$ cat src/psc_pkg.sv
// shared constants and types of the palindromic subsequence counter
package psc_pkg;

  localparam int unsigned MAX_LEN = 32;
  localparam int unsigned LEN_W   = $clog2(MAX_LEN + 1);
  localparam int unsigned CH_W    = 8;
  localparam int unsigned CNT_W   = 32;

  // update wave handed from one cell to the next lower one
  typedef struct packed {
    logic             vld;
    logic [CH_W-1:0]  ch;     // character that started the wave
    logic [CNT_W-1:0] below;  // new entry of the cell above
    logic [CNT_W-1:0] prev;   // old entry of the cell above
  } wave_t;

endpackage

$ cat src/psc_cell.sv
// one cell of the column chain: one stored character and one table entry
module psc_cell (
  input  logic                     clk_i,
  input  logic                     rst_ni,
  input  logic                     start_i,
  input  logic [psc_pkg::CH_W-1:0] ch_i,
  input  psc_pkg::wave_t           wave_i,
  output psc_pkg::wave_t           wave_o
);
  import psc_pkg::*;

  logic [CH_W-1:0]  char_q;
  logic [CNT_W-1:0] col_q;
  logic [CNT_W-1:0] sum;
  logic [CNT_W-1:0] col_d;
  logic             vld_q;
  logic [CH_W-1:0]  wch_q;
  logic [CNT_W-1:0] wbelow_q;
  logic [CNT_W-1:0] wprev_q;

  // equal ends add one, otherwise the inner range is counted twice
  assign sum   = wave_i.below + col_q;
  assign col_d = (wave_i.ch == char_q) ? sum + CNT_W'(1) : sum - wave_i.prev;

  always_ff @(posedge clk_i or negedge rst_ni) begin
    if (!rst_ni) begin
      vld_q <= 1'b0;
    end else begin
      vld_q <= start_i | wave_i.vld;
    end
  end

  always_ff @(posedge clk_i) begin
    if (start_i) begin
      char_q   <= ch_i;
      col_q    <= CNT_W'(1);
      wch_q    <= ch_i;
      wbelow_q <= CNT_W'(1);
      wprev_q  <= '0;
    end else if (wave_i.vld) begin
      col_q    <= col_d;
      wch_q    <= wave_i.ch;
      wbelow_q <= col_d;
      wprev_q  <= col_q;
    end
  end

  assign wave_o = '{vld: vld_q, ch: wch_q, below: wbelow_q, prev: wprev_q};

endmodule

$ cat config.mk
export PLATFORM = sky130hd
export DESIGN_NAME = psc_cell
export DESIGN_NICKNAME = d
export VERILOG_FILES = /design/src/psc_pkg.sv /design/src/psc_cell.sv
export SDC_FILE = /design/constraint.sdc
export NUM_CORES = 1
export LEC_CHECK = 0
export BUFFER_PORTS_ARGS = -buffer_cell sky130_fd_sc_hd__buf_2
export CORE_ASPECT_RATIO = 0.6
export CORE_MARGIN = 4
export CORE_UTILIZATION = 45
export DETAILED_ROUTE_END_ITERATION = 8
export GPL_TIMING_DRIVEN = 1
export PLACE_DENSITY = 0.71
export REMOVE_ABC_BUFFERS = 1
export SETUP_SLACK_MARGIN = 0.1
export SLEW_MARGIN = 30
export SYNTH_ARGS = -nofsm -noshare
export SYNTH_HDL_FRONTEND = slang
export SYNTH_SLANG_ARGS = --single-unit
$ cat constraint.sdc
create_clock -name clk_i -period 9.75 [get_ports clk_i]
set_clock_uncertainty 0.15 [all_clocks]
set_input_delay 2.4375 -clock clk_i [delete_from_list [all_inputs] [get_ports clk_i]]
set_output_delay 2.4375 -clock clk_i [all_outputs]
set_load 0.03 [all_outputs]
==> impl_summary.log <==
[metrics] setup violation total in the final timing report: 0
[metrics] compound-gate portion of the synthesized area: 18.26%
[metrics] critical-path maximum fanout: 4
[metrics] clk_lat worst skew: 0.35 ns
[metrics] CTS Root Cell: sky130_fd_sc_hd__clkbuf_16
[metrics] xor/xnor cell area share of the yosys netlist: 12.59%
[metrics] antenna diode count: 0
[metrics] worst slack, placed: 2.486 ns
[metrics] worst setup slack for register-to-register paths: 4.51 ns
[metrics] gate family responsible for the most delay along the worst path: compound AO/OA/AOI/OAI gates
[metrics] headroom to the max-slew limit: 45.11%
[metrics] TritonCTS clock tree: done
[metrics] hold buffer count at cts: 0
[metrics] fraction of the mapped netlist area in adder cells: 12.74%
[metrics] CTS Buffer Depth: 2
[metrics] time the final worst path needs with I/O delays and setup: 7.015 ns
[metrics] data required time at the worst endpoint: 9.84 ns
[metrics] post-synthesis mux area share: 8.930%
[metrics] final critical-path share of the clock period: 71.95%
[metrics] ratio of routed vias to standard cells: 5.512
[metrics] TNS Setup: 0 ns
[metrics] Layout Utilization: 55.89%
[metrics] Post-Syn Instances: 751
[metrics] aggregate global routing overflow: 0
[metrics] Cell variety after synth: 68
[metrics] result of the run: finished clean
[metrics] Simple-Gate Fraction of Synth Area: 17.63%
[metrics] proportion of netlist area held by the largest area contributor: 19.71%
[metrics] input/output buffers: 156
[metrics] effective utilization at floorplan: 46.72%
[metrics] final-layout fill cell count: 1295
[metrics] commonest cells in the synthesized netlist: sky130_fd_sc_hd__nor2_1 (127), sky130_fd_sc_hd__dfxtp_1 (64), sky130_fd_sc_hd__ha_1 (63), sky130_fd_sc_hd__xnor2_1 (58), sky130_fd_sc_hd__mux2i_1 (49)
[metrics] clock tree sinks: 81
[metrics] proportion of layout cells with a drive suffix above 1: 22.19%
[metrics] number of synthesized flops with an enable pin: 16
[metrics] initial antenna violation count: 3
[metrics] most used cell along the critical path: sky130_fd_sc_hd__o21ai_1
[metrics] library cell with the largest summed area after synthesis: sky130_fd_sc_hd__dfxtp_1
[metrics] worst hold slack: 0.3379 ns
[metrics] most numerous cell in the Yosys netlist: sky130_fd_sc_hd__nor2_1
[metrics] setup repair after global routing missed its margin: false
[metrics] Placed Area: 7467 um^2
[metrics] CP cell instances: buf_2 -> ha_1 -> inv_1 -> fa_1 -> nor2b_1 -> o21ai_1 -> a21oi_1 -> o21ai_1 -> o21ai_1 -> a31oi_1 -> o21ai_0 -> xor2_1 -> ha_1 -> and4_1 -> and4_1 -> o21ai_0 -> nand3_1 -> o22ai_1 -> o21a_1 -> a211oi_1 -> xnor3_1 -> a21oi_1 -> a31o_1
[metrics] final count of pins violating max slew: 0
[metrics] actual slew at the worst max-slew pin: 0.8204 ns
[metrics] Avg Inst Size Synth: 8.657 um^2
[metrics] vias in the first global route: 5556
[metrics] total count of hold-check failures in the final report: 0
[metrics] critical path launch point type: input port
[metrics] number of design rule violations left after detail routing: 0
[metrics] violation count after the first detailed-route iteration: 495
[metrics] Layout Nets: 1050
[metrics] CTS clk-pin slew, worst paths: 0.07 ns
[metrics] first-pass GRT wire length: 30.04 mm
[metrics] overall die width: 163.2 um
[metrics] final critical-path setup slack: 2.735 ns
[metrics] Finished Cell Area: 7776 um^2
[metrics] path type of the worst setup path: in2reg
[metrics] area added between synthesis and finish: 19.61%
[metrics] capturing element type of the critical path: flip-flop
[metrics] Via Count: 6052
[metrics] crit-path max cell delay: 0.42 ns
[metrics] chip height: 101.1 um
[metrics] Synth Register Bits: 81
[metrics] number of setup buffers added after CTS: 0
[metrics] number of max-capacitance violations reported: 0
[metrics] Total Routed Length: 19.06 mm
[metrics] H-Tree Level Count: 3
[metrics] site row count: 33
[metrics] async set or reset register ratio after synthesis: 1.235%
[metrics] warning count from the yosys run: 0
[metrics] DR pass1 iterations: 6
[metrics] Detail Route Antenna Nets: 0
[metrics] io pins: 157
[metrics] Routed WL per cell: 17.36 um
[metrics] part of the Yosys area used for sequential elements: 27.48%
[metrics] routability-driven placement congestion ratio: 0.9725
[metrics] gr usage total: 23.17%
[metrics] power per cell area: 313.9 nW/um^2
[metrics] post-synth design cell area: 6501 um^2
[metrics] maximum clock frequency: 0.1426 GHz
[metrics] half-perimeter wire length after placement: 15.24 mm
[metrics] leakage dissipation: 3.796 nW
[metrics] critical-path cell with the highest stage delay: sky130_fd_sc_hd__o21ai_0
[metrics] core region area: 13910 um^2
[metrics] combinational family with the most area after synthesis: compound AO/OA/AOI/OAI gates
[metrics] pin count of the biggest net entering global routing: 46
[metrics] post-cts sizing count: 0
[metrics] clock buffer count from CTS: 9
[metrics] predominant post-synthesis flop cell: sky130_fd_sc_hd__dfxtp_1
[metrics] worst hold path type: reg2reg
[metrics] Bufs and invs on worst path: 2
[metrics] largest cells by area after synthesis: sky130_fd_sc_hd__dfxtp_1 (20%), sky130_fd_sc_hd__ha_1 (12%), sky130_fd_sc_hd__xnor2_1 (7.8%)
[metrics] worst vdd ir: 112.7 uV
[metrics] die area: 16500 um^2
[metrics] arrival time worst endpoint: 7.11 ns
[final cells by class]
| class | count | area [um^2] | area share (%) |
|---|---|---|---|
| Clock inverter | 7 | 83.83 | 1.078 |
| Sequential cell | 81 | 1787 | 22.98 |
| Clock buffer | 9 | 225.2 | 2.896 |
| Inverter | 17 | 63.81 | 0.8206 |
| Timing Repair Buffer | 160 | 813.3 | 10.46 |
| Multi-Input combinational cell | 632 | 4563 | 58.68 |
| Tap cell | 192 | 240.2 | 3.089 |
[flip-flops by register name (all words and copies together), names as in the netlist]
name	count
wbelow_q	32
wprev_q	32
char_q	8
wch_q	8
vld_q	1
[placed cells by master (no fill, tap or decap), types with 7 or more instances in the layout]
master / Yosys / final
sky130_fd_sc_hd__a211oi_1: 13 / 13
sky130_fd_sc_hd__a21o_1: 34 / 34
sky130_fd_sc_hd__a21oi_1: 47 / 47
sky130_fd_sc_hd__a31oi_1: 10 / 10
sky130_fd_sc_hd__buf_2: 0 / 155
sky130_fd_sc_hd__clkbuf_16: 0 / 9
sky130_fd_sc_hd__dfxtp_1: 64 / 64
sky130_fd_sc_hd__edfxtp_1: 16 / 16
sky130_fd_sc_hd__ha_1: 63 / 63
sky130_fd_sc_hd__inv_1: 16 / 16
sky130_fd_sc_hd__mux2_2: 8 / 8
sky130_fd_sc_hd__mux2i_1: 49 / 49
sky130_fd_sc_hd__nand2_1: 31 / 31
sky130_fd_sc_hd__nand3_1: 12 / 12
sky130_fd_sc_hd__nor2_1: 127 / 126
sky130_fd_sc_hd__nor2b_1: 10 / 10
sky130_fd_sc_hd__nor3_1: 12 / 12
sky130_fd_sc_hd__o21ai_0: 25 / 25
sky130_fd_sc_hd__or3_1: 7 / 7
sky130_fd_sc_hd__xnor2_1: 58 / 58
sky130_fd_sc_hd__xor2_1: 31 / 31
[per-stage QoR]
stage                     std cells  power, mW
after floorplan                 730      1.619
after global placement         1082      2.038
after detailed placement       1082      2.030
after CTS                      1098      2.405
after global routing           1098      2.625
final                          1098      2.441
[cell families (layout without fill, tap and decap cells)]
family | after synthesis | in the layout
AOI/OAI and AO/OA | 179 | 179
xor gates and xnor gates | 91 | 91
adders and majority gates | 65 | 65
buffers and inverters | 38 | 193
DFF | 81 | 81
muxes | 57 | 57
and+or+nand+nor | 240 | 240
[power breakdown]
part	internal [mW]	switching [mW]	total, mW
clock	0.204	0.159	0.362
combinational	0.636	0.962	1.60
sequential	0.412	0.0680	0.480
[routing by layer]
metal,track usage (%),part of all wire (%),routed length [um]
met1,36.64,52,9841
met2,29.24,36,6779
met3,9.031,12,2286
met4,3.802,0.57,108
met5,0,0.24,46
[worst paths after layout]
path,from,endpoint,cells after the start
setup / recovery,wave_i[32],wbelow_q[31]$_SDFFE_PP0P_,23
hold / removal,wprev_q[16]$_SDFFE_PP0P_,wprev_q[16]$_SDFFE_PP0P_,2
setup reg to reg,wbelow_q[0]$_SDFFE_PP1P_,wbelow_q[31]$_SDFFE_PP0P_,22
hold reg to reg,wprev_q[16]$_SDFFE_PP0P_,wprev_q[16]$_SDFFE_PP0P_,2
max in group asynchronous,rst_ni,vld_q$_DFF_PN0_,1
min in group asynchronous,rst_ni,vld_q$_DFF_PN0_,1
[worst reg2reg max path: cells and delay by family (launching register included)]
kind            cells  cell delay, ns
flops               1            0.37
compound gates     12            2.40
fa+ha+maj           3            0.87
buf+inv             1            0.06
simple gates        4            0.65
xor+xnor            2            0.63
Note: power is estimated with default switching activity, not from simulation.
